--- src/picm_pkg.sv ---
// ----------------------------------------------------------------------------
// picm_pkg: shared types and constants for the PI current controller
// Mode codes, sequencer states, register indexes, fixed field widths and
// reset values of the configuration registers.
// ----------------------------------------------------------------------------
package picm_pkg;

  // fixed field widths
  localparam int GAIN_W     = 16;
  localparam int GAIN_FRAC  = 12;
  localparam int PCT_W      = 8;
  localparam int PERIOD_W   = 12;
  localparam int AMP_W      = 12;
  localparam int REF_W      = AMP_W + 1;
  localparam int HP_W       = 8;
  localparam int PTS_W      = 8;
  localparam int IDX_W      = 8;
  localparam int DUTY_W     = 12;
  localparam int MODE_W     = 3;

  // serial datapath widths
  localparam int MAG_W      = 19;   // holds 100 * 2^12
  localparam int DIV_W      = 19;   // dividend / quotient bits
  localparam int DVS_W      = 8;    // divisor bits

  localparam int PCT_SCALE  = 100;
  localparam int FULL_SCALE = PCT_SCALE * (1 << GAIN_FRAC);

  // configuration port
  localparam int CFG_IDX_W  = 3;
  localparam int CFG_DATA_W = 16;

  localparam logic [CFG_IDX_W-1:0] CFG_PROP_GAIN       = 3'd0;
  localparam logic [CFG_IDX_W-1:0] CFG_INTEG_GAIN      = 3'd1;
  localparam logic [CFG_IDX_W-1:0] CFG_OPEN_LOOP_PCT   = 3'd2;
  localparam logic [CFG_IDX_W-1:0] CFG_PWM_PERIOD      = 3'd3;
  localparam logic [CFG_IDX_W-1:0] CFG_REF_AMPLITUDE   = 3'd4;
  localparam logic [CFG_IDX_W-1:0] CFG_REF_HALF_PERIOD = 3'd5;
  localparam logic [CFG_IDX_W-1:0] CFG_TEST_POINTS     = 3'd6;

  localparam logic [GAIN_W-1:0]   RST_PROP_GAIN       = 16'd410;
  localparam logic [GAIN_W-1:0]   RST_INTEG_GAIN      = 16'd2048;
  localparam logic [PCT_W-1:0]    RST_OPEN_LOOP_PCT   = 8'd0;
  localparam logic [PERIOD_W-1:0] RST_PWM_PERIOD      = 12'd3999;
  localparam logic [AMP_W-1:0]    RST_REF_AMPLITUDE   = 12'd200;
  localparam logic [HP_W-1:0]     RST_REF_HALF_PERIOD = 8'd25;
  localparam logic [PTS_W-1:0]    RST_TEST_POINTS     = 8'd100;

  typedef enum logic [MODE_W-1:0] {
    MODE_IDLE  = 3'd0,
    MODE_OPEN  = 3'd1,
    MODE_TEST  = 3'd2,
    MODE_HOLD  = 3'd3,
    MODE_TRACK = 3'd4
  } mode_t;

  typedef enum logic [3:0] {
    ST_IDLE,
    ST_OPEN,
    ST_TDIV,
    ST_TDIV_WAIT,
    ST_ERR,
    ST_INTEG,
    ST_MULP,
    ST_MULP_WAIT,
    ST_MULI,
    ST_MULI_WAIT,
    ST_CLAMP,
    ST_MULD,
    ST_MULD_WAIT,
    ST_DDIV,
    ST_DDIV_WAIT,
    ST_DONE
  } state_t;

  typedef struct packed {
    logic start;
    logic accum;   // add onto the previous product instead of clearing
  } mul_cmd_t;

endpackage

--- src/picm_mul.sv ---
// ----------------------------------------------------------------------------
// picm_mul: bit-serial multiply-accumulate
// Signed multiplicand times unsigned gain, one multiplier bit per cycle,
// optionally added onto the running product.
// ----------------------------------------------------------------------------
module picm_mul #(
  parameter int AW = 24
) (
  input  logic                              clk,
  input  logic                              rst_n,
  input  picm_pkg::mul_cmd_t                cmd,
  input  logic signed [AW-1:0]              a,
  input  logic [picm_pkg::GAIN_W-1:0]       b,
  output logic                              done,
  output logic signed [AW+picm_pkg::GAIN_W:0] acc
);
  import picm_pkg::*;

  localparam int PW    = AW + GAIN_W + 1;
  localparam int CNT_W = $clog2(GAIN_W);

  logic                 busy_r, busy_nxt;
  logic                 done_r, done_nxt;
  logic [CNT_W-1:0]     cnt_r, cnt_nxt;
  logic signed [PW-1:0] a_sh_r, a_sh_nxt;
  logic [GAIN_W-1:0]    b_sh_r, b_sh_nxt;
  logic signed [PW-1:0] acc_r, acc_nxt;

  always_comb begin
    busy_nxt = busy_r;
    done_nxt = 1'b0;
    cnt_nxt  = cnt_r;
    a_sh_nxt = a_sh_r;
    b_sh_nxt = b_sh_r;
    acc_nxt  = acc_r;
    if (cmd.start) begin
      busy_nxt = 1'b1;
      cnt_nxt  = '0;
      a_sh_nxt = PW'(a);
      b_sh_nxt = b;
      acc_nxt  = cmd.accum ? acc_r : '0;
    end else if (busy_r) begin
      acc_nxt  = acc_r + (b_sh_r[0] ? a_sh_r : '0);
      a_sh_nxt = a_sh_r <<< 1;
      b_sh_nxt = b_sh_r >> 1;
      cnt_nxt  = cnt_r + CNT_W'(1);
      if (cnt_r == CNT_W'(GAIN_W - 1)) begin
        busy_nxt = 1'b0;
        done_nxt = 1'b1;
      end
    end
  end

  always_ff @(posedge clk) begin
    if (!rst_n) begin
      busy_r <= 1'b0;
      done_r <= 1'b0;
      cnt_r  <= '0;
    end else begin
      busy_r <= busy_nxt;
      done_r <= done_nxt;
      cnt_r  <= cnt_nxt;
    end
  end

  always_ff @(posedge clk) begin
    a_sh_r <= a_sh_nxt;
    b_sh_r <= b_sh_nxt;
    acc_r  <= acc_nxt;
  end

  assign done = done_r;
  assign acc  = acc_r;

endmodule

--- src/picm_div.sv ---
// ----------------------------------------------------------------------------
// picm_div: bit-serial restoring divider
// Unsigned dividend over a narrow divisor, one quotient bit per cycle.
// ----------------------------------------------------------------------------
module picm_div (
  input  logic                       clk,
  input  logic                       rst_n,
  input  logic                       start,
  input  logic [picm_pkg::DIV_W-1:0] dividend,
  input  logic [picm_pkg::DVS_W-1:0] divisor,
  output logic                       done,
  output logic [picm_pkg::DIV_W-1:0] quotient
);
  import picm_pkg::*;

  localparam int CNT_W = $clog2(DIV_W);

  logic              busy_r, busy_nxt;
  logic              done_r, done_nxt;
  logic [CNT_W-1:0]  cnt_r, cnt_nxt;
  logic [DVS_W-1:0]  rem_r, rem_nxt;
  logic [DIV_W-1:0]  quo_r, quo_nxt;
  logic [DVS_W-1:0]  dvs_r, dvs_nxt;
  logic [DVS_W:0]    trial;
  logic              qbit;

  always_comb begin
    busy_nxt = busy_r;
    done_nxt = 1'b0;
    cnt_nxt  = cnt_r;
    rem_nxt  = rem_r;
    quo_nxt  = quo_r;
    dvs_nxt  = dvs_r;
    trial    = {rem_r, quo_r[DIV_W-1]};
    qbit     = (trial >= {1'b0, dvs_r});
    if (start) begin
      busy_nxt = 1'b1;
      cnt_nxt  = '0;
      rem_nxt  = '0;
      quo_nxt  = dividend;
      dvs_nxt  = divisor;
    end else if (busy_r) begin
      // remainder stays below the divisor, so it fits DVS_W bits
      rem_nxt = qbit ? DVS_W'(trial - {1'b0, dvs_r}) : DVS_W'(trial);
      quo_nxt = {quo_r[DIV_W-2:0], qbit};
      cnt_nxt = cnt_r + CNT_W'(1);
      if (cnt_r == CNT_W'(DIV_W - 1)) begin
        busy_nxt = 1'b0;
        done_nxt = 1'b1;
      end
    end
  end

  always_ff @(posedge clk) begin
    if (!rst_n) begin
      busy_r <= 1'b0;
      done_r <= 1'b0;
      cnt_r  <= '0;
    end else begin
      busy_r <= busy_nxt;
      done_r <= done_nxt;
      cnt_r  <= cnt_nxt;
    end
  end

  always_ff @(posedge clk) begin
    rem_r <= rem_nxt;
    quo_r <= quo_nxt;
    dvs_r <= dvs_nxt;
  end

  assign done     = done_r;
  assign quotient = quo_r;

endmodule

--- src/pi_current_controller_modes_unit.sv ---
// ----------------------------------------------------------------------------
// pi_current_controller_modes_unit: PI current loop with PWM duty output
// Five modes (idle, open loop, square-wave test, hold, track); PI terms run
// through a shared bit-serial multiplier, duty scaling through a serial divider.
// ----------------------------------------------------------------------------
// Per word in test, hold and track modes, the serial multiplier forms the
// two PI products and the period scaling, and the serial divider the duty
// /100 (plus the phase in test mode); open loop uses only the scaling and
// the /100, idle neither. One word in flight; the next is taken the cycle
// after the result reaches the output register.
// Synchronous active-low reset: mode idle, integrator and test tick cleared,
// registers at their defaults, no result pending.
module pi_current_controller_modes_unit #(
  parameter int CURRENT_WIDTH  = 13,
  parameter int INTEGRAL_WIDTH = 24,
  parameter int COUNT_WIDTH    = 8
) (
  input  logic                                  clk,
  input  logic                                  rst_n,

  input  logic                                  in_valid,
  output logic                                  in_ready,
  input  logic signed [CURRENT_WIDTH-1:0]       in_measured_current,
  input  logic signed [CURRENT_WIDTH-1:0]       in_target_current,
  input  logic                                  in_mode_write,
  input  logic [picm_pkg::MODE_W-1:0]           in_new_mode,

  output logic                                  out_valid,
  input  logic                                  out_ready,
  output logic [picm_pkg::DUTY_W-1:0]           out_duty_count,
  output logic                                  out_reverse_dir,
  output logic                                  out_sample_valid,
  output logic [picm_pkg::IDX_W-1:0]            out_sample_index,
  output logic signed [CURRENT_WIDTH-1:0]       out_sample_current,
  output logic                                  out_test_done,

  input  logic                                  cfg_valid,
  output logic                                  cfg_ready,
  input  logic [picm_pkg::CFG_IDX_W-1:0]        cfg_index,
  input  logic [picm_pkg::CFG_DATA_W-1:0]       cfg_data
);
  import picm_pkg::*;

  localparam int IW      = INTEGRAL_WIDTH;
  localparam int EW      = ((CURRENT_WIDTH > REF_W) ? CURRENT_WIDTH : REF_W) + 1;
  localparam int SUMW    = ((IW > EW) ? IW : EW) + 1;
  localparam int AW      = (IW > MAG_W + 1) ? IW : MAG_W + 1;
  localparam int PW      = AW + GAIN_W + 1;
  localparam int CNT_EXT = (COUNT_WIDTH > PTS_W) ? COUNT_WIDTH : PTS_W;
  localparam logic signed [PW-1:0] FS_P = PW'(FULL_SCALE);

  // configuration registers
  logic [GAIN_W-1:0]       prop_gain_r, prop_gain_nxt;
  logic [GAIN_W-1:0]       integ_gain_r, integ_gain_nxt;
  logic signed [PCT_W-1:0] open_loop_percent_r, open_loop_percent_nxt;
  logic [PERIOD_W-1:0]     pwm_period_r, pwm_period_nxt;
  logic [AMP_W-1:0]        ref_amplitude_r, ref_amplitude_nxt;
  logic [HP_W-1:0]         ref_half_period_r, ref_half_period_nxt;
  logic [PTS_W-1:0]        test_points_r, test_points_nxt;

  // control state
  state_t                  state_r, state_nxt;
  mode_t                   mode_r, mode_nxt;
  logic signed [IW-1:0]    integ_r, integ_nxt;
  logic [COUNT_WIDTH-1:0]  tick_r, tick_nxt;
  logic                    out_valid_r, out_valid_nxt;

  // word payload
  logic signed [CURRENT_WIDTH-1:0] meas_r, meas_nxt;
  logic signed [CURRENT_WIDTH-1:0] tgt_r, tgt_nxt;
  logic signed [EW-1:0]    err_r, err_nxt;
  logic [MAG_W-1:0]        mag_r, mag_nxt;
  logic [DUTY_W-1:0]       res_duty_r, res_duty_nxt;
  logic                    res_rev_r, res_rev_nxt;

  // output register
  logic [DUTY_W-1:0]               o_duty_r, o_duty_nxt;
  logic                            o_rev_r, o_rev_nxt;
  logic                            o_sval_r, o_sval_nxt;
  logic [IDX_W-1:0]                o_sidx_r, o_sidx_nxt;
  logic signed [CURRENT_WIDTH-1:0] o_scur_r, o_scur_nxt;
  logic                            o_done_r, o_done_nxt;

  // serial units
  mul_cmd_t                mul_cmd;
  logic signed [AW-1:0]    mul_a;
  logic [GAIN_W-1:0]       mul_b;
  logic                    mul_done;
  logic signed [PW-1:0]    mul_acc;
  logic                    div_start;
  logic [DIV_W-1:0]        div_dividend;
  logic [DVS_W-1:0]        div_divisor;
  logic                    div_done;
  logic [DIV_W-1:0]        div_q;

  // misc combinational
  logic                    accept;
  logic                    ld_out;
  mode_t                   mode_upd;
  logic signed [PCT_W:0]   pct_ext;
  logic [PCT_W:0]          pct_abs;
  logic [MAG_W-1:0]        open_mag;
  logic [HP_W-1:0]         hp_eff;
  logic signed [REF_W-1:0] amp_s;
  logic signed [REF_W-1:0] test_ref;
  logic signed [EW-1:0]    ref_sel;
  logic signed [SUMW-1:0]  isum;
  logic [SUMW-IW:0]        isum_hi;
  logic signed [IW-1:0]    isat;
  logic signed [PW-1:0]    s_abs;
  logic                    smp_ok;
  logic                    test_end;

  picm_mul #(.AW(AW)) u_mul (
    .clk   (clk),
    .rst_n (rst_n),
    .cmd   (mul_cmd),
    .a     (mul_a),
    .b     (mul_b),
    .done  (mul_done),
    .acc   (mul_acc)
  );

  picm_div u_div (
    .clk      (clk),
    .rst_n    (rst_n),
    .start    (div_start),
    .dividend (div_dividend),
    .divisor  (div_divisor),
    .done     (div_done),
    .quotient (div_q)
  );

  // shared helper terms
  always_comb begin
    accept   = in_valid && in_ready;
    mode_upd = (in_mode_write && (in_new_mode <= MODE_TRACK)) ?
               mode_t'(in_new_mode) : mode_r;

    pct_ext  = {open_loop_percent_r[PCT_W-1], open_loop_percent_r};
    pct_abs  = pct_ext[PCT_W] ? (PCT_W+1)'(-pct_ext) : (PCT_W+1)'(pct_ext);
    open_mag = (pct_abs > (PCT_W+1)'(PCT_SCALE)) ? MAG_W'(PCT_SCALE) : MAG_W'(pct_abs);

    hp_eff   = (ref_half_period_r == '0) ? HP_W'(1) : ref_half_period_r;
    amp_s    = $signed({1'b0, ref_amplitude_r});
    test_ref = div_q[0] ? -amp_s : amp_s;
    ref_sel  = (mode_r == MODE_TEST) ? EW'(test_ref) : EW'(tgt_r);

    // integrator saturates when its sign bit and the bits above it disagree
    isum    = SUMW'(integ_r) + SUMW'(err_r);
    isum_hi = isum[SUMW-1:IW-1];
    if ((&isum_hi) || !(|isum_hi)) begin
      isat = isum[IW-1:0];
    end else if (isum[SUMW-1]) begin
      isat = {1'b1, {(IW-1){1'b0}}};
    end else begin
      isat = {1'b0, {(IW-1){1'b1}}};
    end

    s_abs    = mul_acc[PW-1] ? -mul_acc : mul_acc;

    // tick below the point limit, which is capped at the counter's top value
    smp_ok   = (CNT_EXT'(tick_r) < CNT_EXT'(test_points_r)) && (tick_r != '1);
    test_end = (mode_r == MODE_TEST) && !smp_ok;
  end

  // next state
  always_comb begin
    state_nxt = state_r;
    case (state_r)
      ST_IDLE: begin
        if (accept) begin
          case (mode_upd)
            MODE_OPEN:              state_nxt = ST_OPEN;
            MODE_TEST:              state_nxt = ST_TDIV;
            MODE_HOLD, MODE_TRACK:  state_nxt = ST_ERR;
            default:                state_nxt = ST_DONE;
          endcase
        end
      end
      ST_OPEN:      state_nxt = ST_MULD_WAIT;
      ST_TDIV:      state_nxt = ST_TDIV_WAIT;
      ST_TDIV_WAIT: if (div_done) state_nxt = ST_ERR;
      ST_ERR:       state_nxt = ST_INTEG;
      ST_INTEG:     state_nxt = ST_MULP;
      ST_MULP:      state_nxt = ST_MULP_WAIT;
      ST_MULP_WAIT: if (mul_done) state_nxt = ST_MULI;
      ST_MULI:      state_nxt = ST_MULI_WAIT;
      ST_MULI_WAIT: if (mul_done) state_nxt = ST_CLAMP;
      ST_CLAMP:     state_nxt = ST_MULD;
      ST_MULD:      state_nxt = ST_MULD_WAIT;
      ST_MULD_WAIT: if (mul_done) state_nxt = ST_DDIV;
      ST_DDIV:      state_nxt = ST_DDIV_WAIT;
      ST_DDIV_WAIT: if (div_done) state_nxt = ST_DONE;
      ST_DONE:      if (ld_out) state_nxt = ST_IDLE;
      default:      state_nxt = ST_IDLE;
    endcase
  end

  // sequencer outputs
  always_comb begin
    mul_cmd      = '0;
    mul_a        = '0;
    mul_b        = '0;
    div_start    = 1'b0;
    div_dividend = '0;
    div_divisor  = '0;
    case (state_r)
      ST_OPEN: begin
        mul_cmd.start = 1'b1;
        mul_a         = $signed(AW'(open_mag));
        mul_b         = GAIN_W'(pwm_period_r);
      end
      ST_TDIV: begin
        div_start    = 1'b1;
        div_dividend = DIV_W'(tick_r);
        div_divisor  = DVS_W'(hp_eff);
      end
      ST_MULP: begin
        mul_cmd.start = 1'b1;
        mul_a         = AW'(err_r);
        mul_b         = prop_gain_r;
      end
      ST_MULI: begin
        mul_cmd.start = 1'b1;
        mul_cmd.accum = 1'b1;
        mul_a         = AW'(integ_r);
        mul_b         = integ_gain_r;
      end
      ST_MULD: begin
        mul_cmd.start = 1'b1;
        mul_a         = $signed(AW'(mag_r));
        mul_b         = GAIN_W'(pwm_period_r);
      end
      ST_DDIV: begin
        div_start    = 1'b1;
        // closed-loop product is in Q.12 percent: drop the fraction first
        div_dividend = (mode_r == MODE_OPEN) ? mul_acc[DIV_W-1:0] :
                       mul_acc[DIV_W+GAIN_FRAC-1:GAIN_FRAC];
        div_divisor  = DVS_W'(PCT_SCALE);
      end
      default: ;
    endcase
    in_ready  = (state_r == ST_IDLE);
    cfg_ready = 1'b1;
    ld_out    = (state_r == ST_DONE) && (!out_valid_r || out_ready);
  end

  // datapath and configuration
  always_comb begin
    prop_gain_nxt         = prop_gain_r;
    integ_gain_nxt        = integ_gain_r;
    open_loop_percent_nxt = open_loop_percent_r;
    pwm_period_nxt        = pwm_period_r;
    ref_amplitude_nxt     = ref_amplitude_r;
    ref_half_period_nxt   = ref_half_period_r;
    test_points_nxt       = test_points_r;
    if (cfg_valid && cfg_ready) begin
      case (cfg_index)
        CFG_PROP_GAIN:       prop_gain_nxt         = cfg_data[GAIN_W-1:0];
        CFG_INTEG_GAIN:      integ_gain_nxt        = cfg_data[GAIN_W-1:0];
        CFG_OPEN_LOOP_PCT:   open_loop_percent_nxt = $signed(cfg_data[PCT_W-1:0]);
        CFG_PWM_PERIOD:      pwm_period_nxt        = cfg_data[PERIOD_W-1:0];
        CFG_REF_AMPLITUDE:   ref_amplitude_nxt     = cfg_data[AMP_W-1:0];
        CFG_REF_HALF_PERIOD: ref_half_period_nxt   = cfg_data[HP_W-1:0];
        CFG_TEST_POINTS:     test_points_nxt       = cfg_data[PTS_W-1:0];
        default: ;
      endcase
    end

    mode_nxt      = mode_r;
    integ_nxt     = integ_r;
    tick_nxt      = tick_r;
    meas_nxt      = meas_r;
    tgt_nxt       = tgt_r;
    err_nxt       = err_r;
    mag_nxt       = mag_r;
    res_duty_nxt  = res_duty_r;
    res_rev_nxt   = res_rev_r;

    if (accept) begin
      mode_nxt     = mode_upd;
      meas_nxt     = in_measured_current;
      tgt_nxt      = in_target_current;
      res_duty_nxt = '0;
      res_rev_nxt  = 1'b0;
    end

    case (state_r)
      ST_OPEN:  res_rev_nxt = (open_loop_percent_r <= 0);
      ST_ERR:   err_nxt     = ref_sel - EW'(meas_r);
      ST_INTEG: integ_nxt   = isat;
      ST_CLAMP: begin
        res_rev_nxt = mul_acc[PW-1] || (mul_acc == '0);
        mag_nxt     = (s_abs > FS_P) ? MAG_W'(FULL_SCALE) : s_abs[MAG_W-1:0];
      end
      ST_DDIV_WAIT: if (div_done) res_duty_nxt = div_q[DUTY_W-1:0];
      default: ;
    endcase

    o_duty_nxt    = o_duty_r;
    o_rev_nxt     = o_rev_r;
    o_sval_nxt    = o_sval_r;
    o_sidx_nxt    = o_sidx_r;
    o_scur_nxt    = o_scur_r;
    o_done_nxt    = o_done_r;
    out_valid_nxt = out_valid_r && !out_ready;

    if (ld_out) begin
      out_valid_nxt = 1'b1;
      o_duty_nxt    = res_duty_r;
      o_rev_nxt     = res_rev_r;
      o_sval_nxt    = 1'b0;
      o_sidx_nxt    = '0;
      o_scur_nxt    = '0;
      o_done_nxt    = 1'b0;
      if (mode_r == MODE_TEST) begin
        if (smp_ok) begin
          o_sval_nxt = 1'b1;
          o_sidx_nxt = IDX_W'(tick_r);
          o_scur_nxt = meas_r;
          tick_nxt   = tick_r + COUNT_WIDTH'(1);
        end else begin
          // test over: back to idle with a clean integrator
          o_done_nxt = 1'b1;
          tick_nxt   = '0;
          integ_nxt  = '0;
          mode_nxt   = MODE_IDLE;
        end
      end
    end
  end

  always_ff @(posedge clk) begin
    if (!rst_n) begin
      state_r             <= ST_IDLE;
      mode_r              <= MODE_IDLE;
      integ_r             <= '0;
      tick_r              <= '0;
      out_valid_r         <= 1'b0;
      prop_gain_r         <= RST_PROP_GAIN;
      integ_gain_r        <= RST_INTEG_GAIN;
      open_loop_percent_r <= $signed(RST_OPEN_LOOP_PCT);
      pwm_period_r        <= RST_PWM_PERIOD;
      ref_amplitude_r     <= RST_REF_AMPLITUDE;
      ref_half_period_r   <= RST_REF_HALF_PERIOD;
      test_points_r       <= RST_TEST_POINTS;
    end else begin
      state_r             <= state_nxt;
      mode_r              <= mode_nxt;
      integ_r             <= integ_nxt;
      tick_r              <= tick_nxt;
      out_valid_r         <= out_valid_nxt;
      prop_gain_r         <= prop_gain_nxt;
      integ_gain_r        <= integ_gain_nxt;
      open_loop_percent_r <= open_loop_percent_nxt;
      pwm_period_r        <= pwm_period_nxt;
      ref_amplitude_r     <= ref_amplitude_nxt;
      ref_half_period_r   <= ref_half_period_nxt;
      test_points_r       <= test_points_nxt;
    end
  end

  always_ff @(posedge clk) begin
    meas_r     <= meas_nxt;
    tgt_r      <= tgt_nxt;
    err_r      <= err_nxt;
    mag_r      <= mag_nxt;
    res_duty_r <= res_duty_nxt;
    res_rev_r  <= res_rev_nxt;
    o_duty_r   <= o_duty_nxt;
    o_rev_r    <= o_rev_nxt;
    o_sval_r   <= o_sval_nxt;
    o_sidx_r   <= o_sidx_nxt;
    o_scur_r   <= o_scur_nxt;
    o_done_r   <= o_done_nxt;
  end

  assign out_valid          = out_valid_r;
  assign out_duty_count     = o_duty_r;
  assign out_reverse_dir    = o_rev_r;
  assign out_sample_valid   = o_sval_r;
  assign out_sample_index   = o_sidx_r;
  assign out_sample_current = o_scur_r;
  assign out_test_done      = o_done_r;

  // serial units report completion only where the sequencer waits for them
  a_mul_done_in_wait: assert property (@(posedge clk) disable iff (!rst_n)
    mul_done |-> (state_r == ST_MULP_WAIT || state_r == ST_MULI_WAIT ||
                  state_r == ST_MULD_WAIT))
    else $error("multiplier finished outside a wait state");

  a_div_done_in_wait: assert property (@(posedge clk) disable iff (!rst_n)
    div_done |-> (state_r == ST_TDIV_WAIT || state_r == ST_DDIV_WAIT))
    else $error("divider finished outside a wait state");

  a_test_end_clears: assert property (@(posedge clk) disable iff (!rst_n)
    (ld_out && test_end) |=> (mode_r == MODE_IDLE && integ_r == '0 &&
                              tick_r == '0 && out_test_done))
    else $error("test end did not return to idle with cleared state");

endmodule
--- config.mk ---
export PLATFORM = sky130hd
export DESIGN_NAME = pi_current_controller_modes_unit
export DESIGN_NICKNAME = d
export VERILOG_FILES = /design/src/picm_pkg.sv /design/src/picm_mul.sv /design/src/picm_div.sv /design/src/pi_current_controller_modes_unit.sv
export SDC_FILE = /design/constraint.sdc
export NUM_CORES = 1
export LEC_CHECK = 0
export BUFFER_PORTS_ARGS = -buffer_cell sky130_fd_sc_hd__buf_2
export CORE_MARGIN = 5
export CORE_UTILIZATION = 50
export CTS_CLUSTER_SIZE = 30
export DETAILED_ROUTE_END_ITERATION = 8
export PLACE_DENSITY = 0.68
export SLEW_MARGIN = 10
export SYNTH_ARGS = -nofsm -noshare
export SYNTH_HDL_FRONTEND = slang
export SYNTH_SLANG_ARGS = --single-unit
--- constraint.sdc ---
create_clock -name clk -period 6.1 [get_ports clk]
set_input_delay 0.305 -clock clk [delete_from_list [all_inputs] [get_ports clk]]
set_output_delay 0.305 -clock clk [all_outputs]
set_load 0.005 [all_outputs]
==> results.md, run 1 <==
- In this run, CTS created clock tree buffers numbering 42.
- In this run, synthesis produced a sequential element count of 374.
- TritonCTS built the clock tree.
- The number of antenna diodes in the final layout is 0.
- After clock tree synthesis, the clock-pin slew on the worst setup and hold paths is 0.06 ns.
- When the netlist entered floorplanning its net count stood at 2,439.
- The worst hold path was traced through 3 stages.
- The combinational group share of total power is 0.443.
- STA classifies the critical path startpoint as a register.
- The clock tree root buffer cell is sky130_fd_sc_hd__clkbuf_16.
- At the pin with the least slew margin, the transition time is 1.25 ns.
- The cell area after technology mapping is 21,100 sq um.
- The share of the synthesized area in the top cell type is 0.315.
- The initial DRC count is 1,917.
- The count of input and output buffers is 91.
- The area growth from synthesis to layout is 12.3%.
- The internal power of the cells totals 7.45 mW.
- In this run the number of H-tree levels came out at 2.
- The synthesized netlist contains 85 unique library cells.
- The final number of setup-violating endpoints is 0.
- The core area is 41,900 sq um.
- Data on the critical path is required at its endpoint by 6.38 ns.
- The biggest area consumer among synthesized cells is sky130_fd_sc_hd__edfxtp_1.
- The average detailed-routed wire length per instance is 19.8 um.
- The via count of the first global-routing pass came to 16,729.
- During synthesis, Yosys emitted a total of 0 warnings.
- Clock skew on the completed layout was measured at 0.0183 ns.
- The signal arrival time at the worst endpoint is 4.85 ns.
- The part of the power in registers is 0.354.
- The filler cells instantiated in the layout total 3,687.
- For the worst-skew pair, the clock arrives at the later sink with an insertion delay of 0.57 ns.
- The final period utilization is 0.749.
- Routability-driven placement finished with a final weighted congestion of 0.961.
- Walking the worst path, the cells encountered are inv_1 > ha_1 > nor4b_1 > nand2_1 > o31a_1 > xnor2_1 > and4_1 > a311oi_1 > nor4_1 > o2111ai_1 > a21boi_4 > o32ai_1.
- The total number of nets in the final design is 2,513.
- The worst relative slew slack is 0.160.
- In this run the power density over the cells is 537 nW/um^2.
- Final hold analysis gives a worst-case slack of 0.0428 ns.
- The floorplan has 75 rows.
- The initial antenna violation count is 0.
- No sink is reached through more buffers than the 3 on the longest clock path.
- Summed over all layers, the routed wires come to 58,100 um.
- The total area of multi-input combinational cells is 10,700 sq um.
- For this block, the via count after detailed routing is 17,532.
- The switching power of the nets is 5.25 mW.
- The type of the worst setup path is reg2reg.
- The residual antenna-violating net count after detailed routing is 0.
- The wire length of the first global-routing pass is 92,000 um.
- Summing all placed instances gives a cell area of 22,000 sq um.
- The final-report hold violation count is 0.
- Of the total power, the share spent switching nets is 0.413.
- The max-slew violation total from the final report is 0.
- Along the worst path, the maximum fanout reaches 19.
- The critical path's top delay family is compound AO/OA/AOI/OAI gates.
- Of the total power, the clock network draws 0.202.
- The worst reg2reg path depth is 12.
- The TritonCTS sink count is 374.
- For this run, the top clock speed supported by timing is 219 MHz.
- The cell with the largest stage delay on the worst path is sky130_fd_sc_hd__nor4b_1.
- The most common cell after layout, fill and taps aside is sky130_fd_sc_hd__nand2_1.
- The synthesized design contains 221 enable-type register cells.
- The clock period could shrink to 4.57 ns.
- In this run the horizontal extent of the chip is 215 um.
- Leaving out fill and tap cells, the most frequent cells in the layout are sky130_fd_sc_hd__nand2_1 (370), sky130_fd_sc_hd__edfxtp_1 (221), sky130_fd_sc_hd__nor2_1 (211).
- Together, buffers and inverters on the worst path number 1.
- The tool flagged a number of max-cap violations equal to 0.
- Setup repair after global routing left no endpoint under its margin.
- Pin placement for this block handled 93 I/O pins.
- The pin count of the biggest net entering global routing is 61.
- In the synthesized netlist, the number of instances is 2,281.
- The type of the tightest min-delay check is in2reg.
- The initial cell density of the core is 0.504.
- The static leakage is 9.33 nW.
- Of the synthesized area, sequential elements account for 0.460.
- The die is 215 um tall.
- In this run, post-CTS repair resized a total of 0 instances.
- The routed via count divided by cell count is 5.99.
- For this run, the share of the core covered by cells in the final layout is 0.565.
- Of the cells placed in the final design, the portion with a size suffix greater than 1 is 0.0908.
- The leftover overflow at the end of global routing is 0.
- The capturing element type of the critical path is a register.
- For this run, asynchronously set or reset flops after synthesis account for 0.
- The floorplan die area is 46,400 sq um.
- Ranked by total cell area, the synthesized netlist is headed by sky130_fd_sc_hd__edfxtp_1 (31%), sky130_fd_sc_hd__dfxtp_1 (15%), sky130_fd_sc_hd__nand2_1 (6.6%).
- The critical path's largest stage delay is 0.73 ns.
- Across the whole layout, storage elements account for 9700 sq um.
- The final routed DRC violation total is 0.
- The maximum resistive drop on vdd is 0.315 mV.
- The average cell area after synthesis is 9.24 sq um.
- The number of iterations in the first detailed-routing pass is 6.
- Including well taps, the total number of placed cells is 2,818.
- The final standard cell area without fillers is 23,700 sq um.
- Counting buffers and inverters, the worst setup path is 12 cells deep.
- Leaving out filler cells and counting taps, the final layout contains 2,928.
- The dominant synthesized flop cell is sky130_fd_sc_hd__edfxtp_1.
- The setup total negative slack is 0 ns.
- For this run, the total global-route usage over all layers was measured as 0.244.
- The run finished with clean final reports.
- The final HPWL from detailed placement is 41,300 um.
==> flip-flops by register name, indices dropped and copies added, names as in the netlist, 16 cells and up <==
register / flops
u_div.quotient: 19
u_mul.a_sh_r: 41
u_mul.b_sh_r: 16
prop_gain_r: 16
mag_r: 19
integ_r: 24
u_mul.acc: 41
integ_gain_r: 16
==> through the flow <==
stage                     power (mW)  setup slack (ns)
final                           12.7              1.53
after global routing            13.6              1.30
after floorplan                 8.54              1.03
after detailed placement        10.1              1.70
after CTS                       12.7              1.71
after global placement          9.98              1.90
==> cells in the mapped netlist, types with 9 or more instances <==
cell type,number
sky130_fd_sc_hd__nand2_1,370
sky130_fd_sc_hd__edfxtp_1,221
sky130_fd_sc_hd__nor2_1,212
sky130_fd_sc_hd__dfxtp_1,153
sky130_fd_sc_hd__a21oi_1,111
sky130_fd_sc_hd__clkbuf_1,107
sky130_fd_sc_hd__o21ai_0,105
sky130_fd_sc_hd__ha_1,100
sky130_fd_sc_hd__inv_1,75
sky130_fd_sc_hd__a21boi_0,65
sky130_fd_sc_hd__nand3_1,59
sky130_fd_sc_hd__xor2_1,55
sky130_fd_sc_hd__and2_1,51
sky130_fd_sc_hd__xnor2_1,51
sky130_fd_sc_hd__nor3_1,46
sky130_fd_sc_hd__a21o_1,45
sky130_fd_sc_hd__a211oi_1,36
sky130_fd_sc_hd__mux2i_1,29
sky130_fd_sc_hd__nor2b_1,26
sky130_fd_sc_hd__nand2b_1,25
sky130_fd_sc_hd__a222oi_1,23
sky130_fd_sc_hd__a31oi_1,23
sky130_fd_sc_hd__and3_1,22
sky130_fd_sc_hd__nand4_1,19
sky130_fd_sc_hd__a22o_1,16
sky130_fd_sc_hd__or3_1,16
sky130_fd_sc_hd__nor4_1,14
sky130_fd_sc_hd__a22oi_1,13
sky130_fd_sc_hd__o31ai_1,12
sky130_fd_sc_hd__nor2_2,11
sky130_fd_sc_hd__o21a_1,11
sky130_fd_sc_hd__o211ai_1,10
sky130_fd_sc_hd__or2_2,9
==> power by group through the flow <==
stage	Sequential [mW]	Clock, mW	Combinational [mW]
global placement	4.51	0	5.46
detailed placement	4.53	0	5.53
floorplan	4.20	0	4.35
CTS	4.48	2.62	5.58
finish	4.50	2.57	5.63
global route	4.57	2.74	6.27
==> worst reg2reg max path, delay by kind of cell, from the launching register on <==
kind,cells,cell delay (ns)
AOI/OAI and AO/OA,5,1.95
adders and majority gates,1,0.23
buffers and inverters,1,0.14
xor gates and xnor gates,1,0.16
DFF,1,0.49
and+or+nand+nor,4,1.33
==> kinds of logic (layout without fill, tap and decap cells) <==
kind of cell	after synthesis	count (layout)	synth area share
XOR/XNOR	106	106	0.0441
buffers and inverters	191	299	0.0353
AND/OR/NAND/NOR	915	915	0.200
other	1	1	0.000178
multiplexers	34	34	0.0164
adder cells (fa/ha/maj)	106	106	0.0641
flip-flops	374	374	0.460
AO/OA/AOI/OAI	554	554	0.179
==> metal layers <==
layer	share of wire	routed length [um]	GRT usage	up-vias
li1	-	-	-	8413
met1	0.44	25800	0.348	8341
met2	0.45	25900	0.381	640
met3	0.069	3980	0.0324	138
met4	0.041	2400	0.0954	0
met5	0	0	0	-
==> timing repair <==
item | CTS | global route
hold buffers | 32 | 0
hold endpoints to repair | 36 | 0
setup buffers | 0 | 0
setup endpoints to repair | 0 | 0
==> worst paths after layout <==
path | startpoint | to | slack (ns)
hold reg to reg | res_duty_r[7]$_DFF_P_ | out_duty_count[7]$_DFFE_PP_ | 0.43
hold / removal | cfg_data[9] | pwm_period_r[9]$_SDFFE_PN1P_ | 0.04
setup reg to reg | u_mul.acc[0]$_SDFFCE_PN0P_ | mag_r[1]$_SDFFCE_PN0P_ | 1.53
setup / recovery | u_mul.acc[0]$_SDFFCE_PN0P_ | mag_r[1]$_SDFFCE_PN0P_ | 1.53
==> cell type report <==
type,instances,share of cell area
multi-input combinational,1716,0.451
sequential,374,0.410
clock buffer,54,0.0476
timing repair buffer,145,0.0398
tap,539,0.0285
inverter,76,0.0121
clock inverter,24,0.0108
No activity file was read; power rests on OpenSTA's default activity.
==> run 2, diff against run 1 <==
- PLACE_DENSITY: 0.68 -> 0.7
- clock period: 6.1 -> 3.7 ns (I/O delays scaled with it)
==> run 2 against run 1 <==
Compared with the run above: the flow now finishes with violations (negative setup slack); die area stayed put; worst setup slack worse by 1.6 ns; combinational power is 85% higher; first-iteration DRC count is 20% lower; utilization is 2.3 points higher.
==> results.md, run 2 (synthesized netlist as in run 1, its figures left out) <==
- The flow ran to the end, but the final reports show violations.
- The final reports fail on negative setup slack.
- The most common cell after layout, fill and taps aside is sky130_fd_sc_hd__nand2_1.
- The final HPWL from detailed placement was 42,200 um (+2.1%).
- The initial cell density of the core came to 0.504 (unchanged).
- The final cell utilization of the core is 0.589 (+0.0235).
- The max-slew violation total from the final report came to 0 (unchanged).
- The worst-case clock skew came to 0.0247 ns (+0.00636 ns).
- The final routed DRC violation total came to 0 (unchanged).
- The leftover overflow at the end of global routing was 0 (unchanged).
- The clock network latency to the later pin of the worst-skew pair is 0.57 ns (about the same).
- The placement row count is 75 (unchanged).
- The number of iterations in the first detailed-routing pass came to 8 (+2).
- The highest net fanout along the worst path came to 8 (-11).
- The worst relative slew slack is 0.252 (+0.0918).
- The core area is 41,900 sq um (unchanged).
- The routed via count divided by cell count is 5.93 (-0.92%).
- Leaving out fill and tap cells, the most frequent cells in the layout are sky130_fd_sc_hd__nand2_1 (369), sky130_fd_sc_hd__edfxtp_1 (221), sky130_fd_sc_hd__nor2_1 (209).
- The maximum frequency from static timing analysis is 269 MHz (+23%).
- The average detailed-routed wire length per instance is 19.5 um (-1.5%).
- The final number of setup-violating endpoints came to 6 (+6).
- The total number of nets in the final design came to 2,609 (+3.8%).
- The initial antenna violation count is 0 (unchanged).
- The floorplan die area was 46,400 sq um (unchanged).
- The wire length of the first global-routing pass is 93,400 um (+1.5%).
- The maximum resistive drop on vdd is 0.469 mV (+49%).
- The critical path's largest stage delay is 0.54 ns (-0.19 ns).
- The area overhead of the layout relative to synthesis is 16.9%.
- The number of buffer and inverter stages on the critical path is 4 (+3).
- The signal arrival time at the worst endpoint is 4.04 ns (-0.81 ns).
- The setup total negative slack came to -0.0994 ns (-0.0994 ns).
- The aggregate routed wire length is 59,000 um (+1.6%).
- The vertical extent of the die came to 215 um (unchanged).
- The static leakage is 9.83 nW (+5.3%).
- The pin count of the biggest net entering global routing is 66 (+8.2%).
- The setup path with the least slack is of type reg2reg.
- The least setup slack across all paths after layout is -0.0233 ns (-1.56 ns).
- In this design, the largest share of critical-path delay is due to simple AND/OR/NAND/NOR gates.
- The number of filler cells placed in the layout is 3,605 (-2.2%).
- Setup repair after global routing could not meet its margin everywhere.
- The max-capacitance violation count is 0 (unchanged).
- The worst setup path is captured at a register.
- The antenna diode count is 0 (unchanged).
- The CTS tree is yes.
- The via count of the first global-routing pass is 17,317 (+3.5%).
- The sort of element at the start of the critical path is a register.
- Traced cell by cell, the critical path runs through or4_4 > or4_4 > buf_8 > nor4_4 > buf_4 > buf_4 > a41o_1 > a221o_1 > nor4_2 > o2111ai_2 > a21boi_4 > clkbuf_16 > nor2_2.
- On the critical path, the stage with the largest delay is an instance of sky130_fd_sc_hd__or4_4.
- The slew at the pin with the worst max-slew slack is 1.12 ns (-0.133 ns).
- The area after detailed placement is 22,600 sq um (+2.9%).
- The placement-stage worst setup slack is -0.0173 ns (-1.72 ns).
- The count of input and output buffers is 91 (unchanged).
- The die boundary width was 215 um (unchanged).
- The total via count in the routed design is 17,922 (+2.2%).
- The final-report hold violation count was 0 (unchanged).
- The all-layer global routing usage came to 0.247 (+0.00216).
- The initial DRC count was 1,526 (-20%).
- CTS placed an instance of sky130_fd_sc_hd__clkbuf_16 at the clock tree root.
- The residual antenna-violating net count after detailed routing is 0 (unchanged).
- The final period utilization is 1.01 (+0.258).
- The largest buffer count on any clock path is 3 (unchanged).
- The CTS buffer count is 41 (-2.4%).
- The fraction of layout cells with a size suffix above 1 is 0.135 (+0.0437).
- The data required time at the worst endpoint is 4.02 ns (-2.36 ns).
- The tightest min-delay check is of the in2reg type.
- The time the final worst path needs with I/O delays and setup is 3.72 ns (-0.843 ns).
- The deepest level of the CTS H-tree was 2 (unchanged).
- The clock transition at the registers of the reported paths is 0.06 ns (about the same).
- The routability congestion estimate is 0.935 (-2.7%).
- The top-level I/O count is 93 (unchanged).
- The final standard cell area without fillers is 24,600 sq um (+4.2%).
- The TritonCTS sink count is 374 (unchanged).
- The areal power density over the cells is 882 nW/um^2 (+64%).
[run 2: changes by cell type in the layout (fill, tap and decap cells not counted), sizes merged]
cell | previous run | this run
clkinvlp | 2 | 1
inv | 77 | 75
clkbuf | 54 | 55
buf | 113 | 199
bufinv | 5 | 4
dlygate4sd3 | 32 | 42
[run 2: power breakdown]
group | internal, mW | switching [mW] | leakage (nW)
sequential | 6.29 | 0.882 | 3.27
clock | 2.44 | 1.68 | 0.652
combinational | 4.05 | 6.40 | 5.91
[run 2: through the flow]
stage / power [mW] / hold slack [ns] / cells
after global placement: 17.0 / 0.361 / 2896
final: 21.7 / 0.0887 / 3021
after CTS: 21.5 / 0.0534 / 3012
after floorplan: 14.1 / 0.284 / 2281
after detailed placement: 17.3 / 0.363 / 2896
after global routing: 23.2 / 0.107 / 3021
[run 2: path summary, 6_finish.rpt]
path	start	to	slack (ns)	depth (start not counted)
setup / recovery	u_mul.acc[15]$_SDFFCE_PN0P_	mag_r[11]$_SDFFCE_PN0P_	-0.02	13
hold / removal	rst_n	ref_half_period_r[3]$_SDFFE_PN1P_	0.09	2
setup reg to reg	u_mul.acc[15]$_SDFFCE_PN0P_	mag_r[11]$_SDFFCE_PN0P_	-0.02	13
hold reg to reg	res_duty_r[5]$_DFF_P_	out_duty_count[5]$_DFFE_PP_	0.44	0
[run 2: per-layer routing]
metal  vias up  global-route usage  routed length, um
met1      8531               0.325              24600
met3       152              0.0386               3880
met4         0              0.0984               2250
met2       645               0.410              28200
met5         -                   0                  0
li1       8594                   -                  -
[run 2: what timing repair did]
| action | CTS | global route |
|---|---|---|
| resized for setup | 0 | 48 |
| setup endpoints to repair | 2 | 47 |
| gates cloned | 0 | 1 |
| pin swaps | 1 | 17 |
| hold buffers | 42 | 0 |
| buffers inserted | 0 | 8 |
| hold endpoints to repair | 98 | 0 |
[run 2: final cells by class]
type,count,area (sq um),area share
clock inverters,20,203,0.00823
clock buffers,54,1140,0.0462
inverters,76,285,0.0116
flip-flops and latches,374,9700,0.394
well taps,539,674,0.0274
repair buffers,242,1770,0.0718
multi-input cells,1716,10900,0.441
==> run 3, diff against run 2 <==
--- a/config.mk
+++ b/config.mk
@@ -13,2 +13,3 @@
 export PLACE_DENSITY = 0.7
+export RECOVER_POWER = 25
 export SLEW_MARGIN = 10
--- a/constraint.sdc
+++ b/constraint.sdc
@@ -3,2 +3,2 @@
 set_output_delay 0.185 -clock clk [all_outputs]
-set_load 0.005 [all_outputs]
+set_load 0.1 [all_outputs]
==> run 3 against run 2 <==
Compared with the run above: the run still ends with negative setup slack left; global-route usage stayed put; hold slack worse by 0.0032 ns; utilization fell by 0.099 points; die area unchanged; first-iteration DRC count shrank 2.4%; register-to-register slack about the same; sequential share of layout area rose by 0.066 points; fmax down 0.27%; worst setup slack got worse by 0.010 ns; critical path depth is the same; critical path type unchanged.
==> results.md, run 3 (synthesized netlist as in run 1, its figures left out) <==
- The final number of setup-violating endpoints is 7 (+1).
- The startpoint identified for the worst register-to-register timing path is u_mul.acc[15]$_SDFFCE_PN0P_.
- The total area of multi-input combinational cells is 10,900 sq um (about the same).
- The most common cell after layout, fill and taps aside is sky130_fd_sc_hd__nand2_1.
- In this run the worst setup path begins at u_mul.acc[15]$_SDFFCE_PN0P_.
- The setup total negative slack came to -0.165 ns (-0.0660 ns).
- The total via count in the routed design is 17,962 (+0.22%).
- The CTS tree is yes.
- The all-layer global routing usage is 0.247 (unchanged).
- The final period utilization is 1.01 (+0.00270).
- The initial DRC count came to 1,490 (-2.4%).
- The capturing element type of the critical path is a register.
- The top-level I/O count is 93 (unchanged).
- The time the final worst path needs with I/O delays and setup is 3.73 ns (+0.00998 ns).
- Leaving out fill and tap cells, the most frequent cells in the layout are sky130_fd_sc_hd__nand2_1 (369), sky130_fd_sc_hd__edfxtp_1 (221), sky130_fd_sc_hd__nor2_1 (209).
- The worst relative slew slack was 0.182 (-0.0699).
- The placement row count came to 75 (unchanged).
- The critical path goes through or4_4 > or4_4 > buf_8 > nor4_4 > buf_4 > buf_4 > a41o_1 > a221o_1 > nor4_2 > o2111ai_2 > a21boi_4 > clkbuf_16 > nor2_2.
- The type of the worst setup path is reg2reg.
- Among all stages on the critical path, the largest delay is contributed by sky130_fd_sc_hd__or4_4.
- The count of input and output buffers is 91 (unchanged).
- The area overhead of the layout relative to synthesis is 16.7%.
- The max-capacitance violation count was 0 (unchanged).
- The run finished, with violations left.
- The worst hold path startpoint is rst_n.
- The TritonCTS sink count was 374 (unchanged).
- The routability congestion estimate is 0.935 (unchanged).
- The worst-case clock skew is 0.0235 ns (-0.00115 ns).
- The fraction of layout cells with a size suffix above 1 is 0.123 (-0.0117).
- The number of iterations in the first detailed-routing pass is 6 (-2).
- The core area was 41,900 sq um (unchanged).
- The final HPWL from detailed placement is 42,200 um (unchanged).
- The deepest level of the CTS H-tree is 2 (unchanged).
- The min-delay analysis places its worst path in the category in2reg.
- The pin count of the biggest net entering global routing came to 66 (unchanged).
- The via count of the first global-routing pass is 17,317 (unchanged).
- The highest net fanout along the worst path is 8 (unchanged).
- The clock network latency to the later pin of the worst-skew pair came to 0.57 ns (about the same).
- The static leakage came to 9.77 nW (-0.53%).
- The routed via count divided by cell count came to 5.95 (+0.22%).
- The floorplan die area was 46,400 sq um (unchanged).
- The largest buffer count on any clock path is 3 (unchanged).
- The minimum hold slack is 0.0855 ns (-0.00321 ns).
- The placement-stage worst setup slack is -0.0173 ns (unchanged).
- The signal arrival time at the worst endpoint is 4.05 ns (about the same).
- The worst reg2reg path depth was 13 (unchanged).
- The worst setup path is launched from a register.
- The power consumption is 21.9 mW (+0.57%).
- The data required time at the worst endpoint is 4.02 ns (about the same).
- The residual antenna-violating net count after detailed routing is 0 (unchanged).
- The areal power density over the cells is 888 nW/um^2 (+0.74%).
- The clock tree root buffer cell is sky130_fd_sc_hd__clkbuf_16.
- Among cell families on the critical path, the largest total delay comes from simple AND/OR/NAND/NOR gates.
- The aggregate routed wire length is 59,100 um (+0.19%).
- The slew at the pin with the worst max-slew slack is 1.22 ns (+0.100 ns).
- The number of cells traversed by the worst hold path is 2 (unchanged).
- The antenna diode count is 0 (unchanged).
- The number of filler cells placed in the layout is 3,618 (+0.36%).
- The critical path's largest stage delay is 0.54 ns (about the same).
- Setup repair after global routing could not meet its margin everywhere.
- The cell count along the critical path is 13 (unchanged).
- The initial cell density of the core is 0.504 (unchanged).
- The total number of nets in the final design is 2,609 (unchanged).
- The maximum frequency from static timing analysis came to 268 MHz (-0.27%).
- The vertical extent of the die is 215 um (unchanged).
- The final-report hold violation count is 0 (unchanged).
- The final routed DRC violation total is 0 (unchanged).
- The clock transition at the registers of the reported paths is 0.06 ns (about the same).
- The average detailed-routed wire length per instance was 19.6 um (+0.19%).
- The leftover overflow at the end of global routing is 0 (unchanged).
- The die boundary width is 215 um (unchanged).
- The maximum resistive drop on vdd was 0.469 mV (about the same).
- The max-slew violation total from the final report was 0 (unchanged).
- The initial antenna violation count is 0 (unchanged).
- The least setup slack across all paths after layout is -0.0333 ns (-0.00998 ns).
- The combined flip-flop and latch cell area is 9700 sq um (unchanged).
- The wire length of the first global-routing pass is 93,400 um (unchanged).
- The CTS buffer count is 41 (unchanged).
- The final cell count without fillers was 3,021 (unchanged).
- The checks that failed: negative setup slack.
- The number of buffer and inverter stages on the critical path is 4 (unchanged).
- The number of placed instances, taps included is 2,896 (unchanged).
==> run 3: metrics by stage <==
stage	instance area (sq um)	utilization
after global placement	22600	0.540
after global routing	24600	0.588
final	24600	0.588
after floorplan	21100	-
after detailed placement	22600	0.540
after CTS	24400	0.582
==> run 3: worst register-to-register path: cells and delay by family (launching register included) <==
kind / cells / cell delay [ns]
buffers and inverters: 4 / 0.73
DFF: 1 / 0.39
AOI/OAI and AO/OA: 4 / 0.91
and+or+nand+nor: 5 / 1.48
==> run 3: what timing repair did <==
item,in CTS,in global routing
buffers inserted,0,8
gates resized for setup,0,48
gates cloned,0,1
hold endpoints to repair,98,0
pin swaps,1,17
hold buffers,42,0
setup endpoints to repair,2,47
==> run 3: path summary, 6_finish.rpt <==
| kind | slack, ns | end |
|---|---|---|
| max | -0.03 | mag_r[11]$_SDFFCE_PN0P_ |
| min | 0.09 | ref_half_period_r[3]$_SDFFE_PN1P_ |
| max reg2reg | -0.03 | mag_r[11]$_SDFFCE_PN0P_ |
| min reg2reg | 0.44 | out_duty_count[6]$_DFFE_PP_ |
==> run 3: cell type report <==
class / count / area share
repair buffers: 242 / 0.0705
multi-input cells: 1716 / 0.442
well taps: 539 / 0.0274
inverters: 76 / 0.0116
clock inverters: 20 / 0.00824
flip-flops and latches: 374 / 0.394
clock buffers: 54 / 0.0462
==> run 3: metal layers <==
layer  track usage  wire (um)  vias to the layer above
met4        0.0984       2210                        0
met5             0          0                        -
met3        0.0386       3850                      145
met1         0.325      24800                     8561
met2         0.410      28300                      655
li1              -          -                     8601
==> run 3: power by group <==
part | internal [mW] | switching (mW) | leakage, nW | total, mW
clock | 2.44 | 1.68 | 0.652 | 4.12
combinational | 4.04 | 6.51 | 5.85 | 10.6
sequential | 6.29 | 0.882 | 3.27 | 7.17
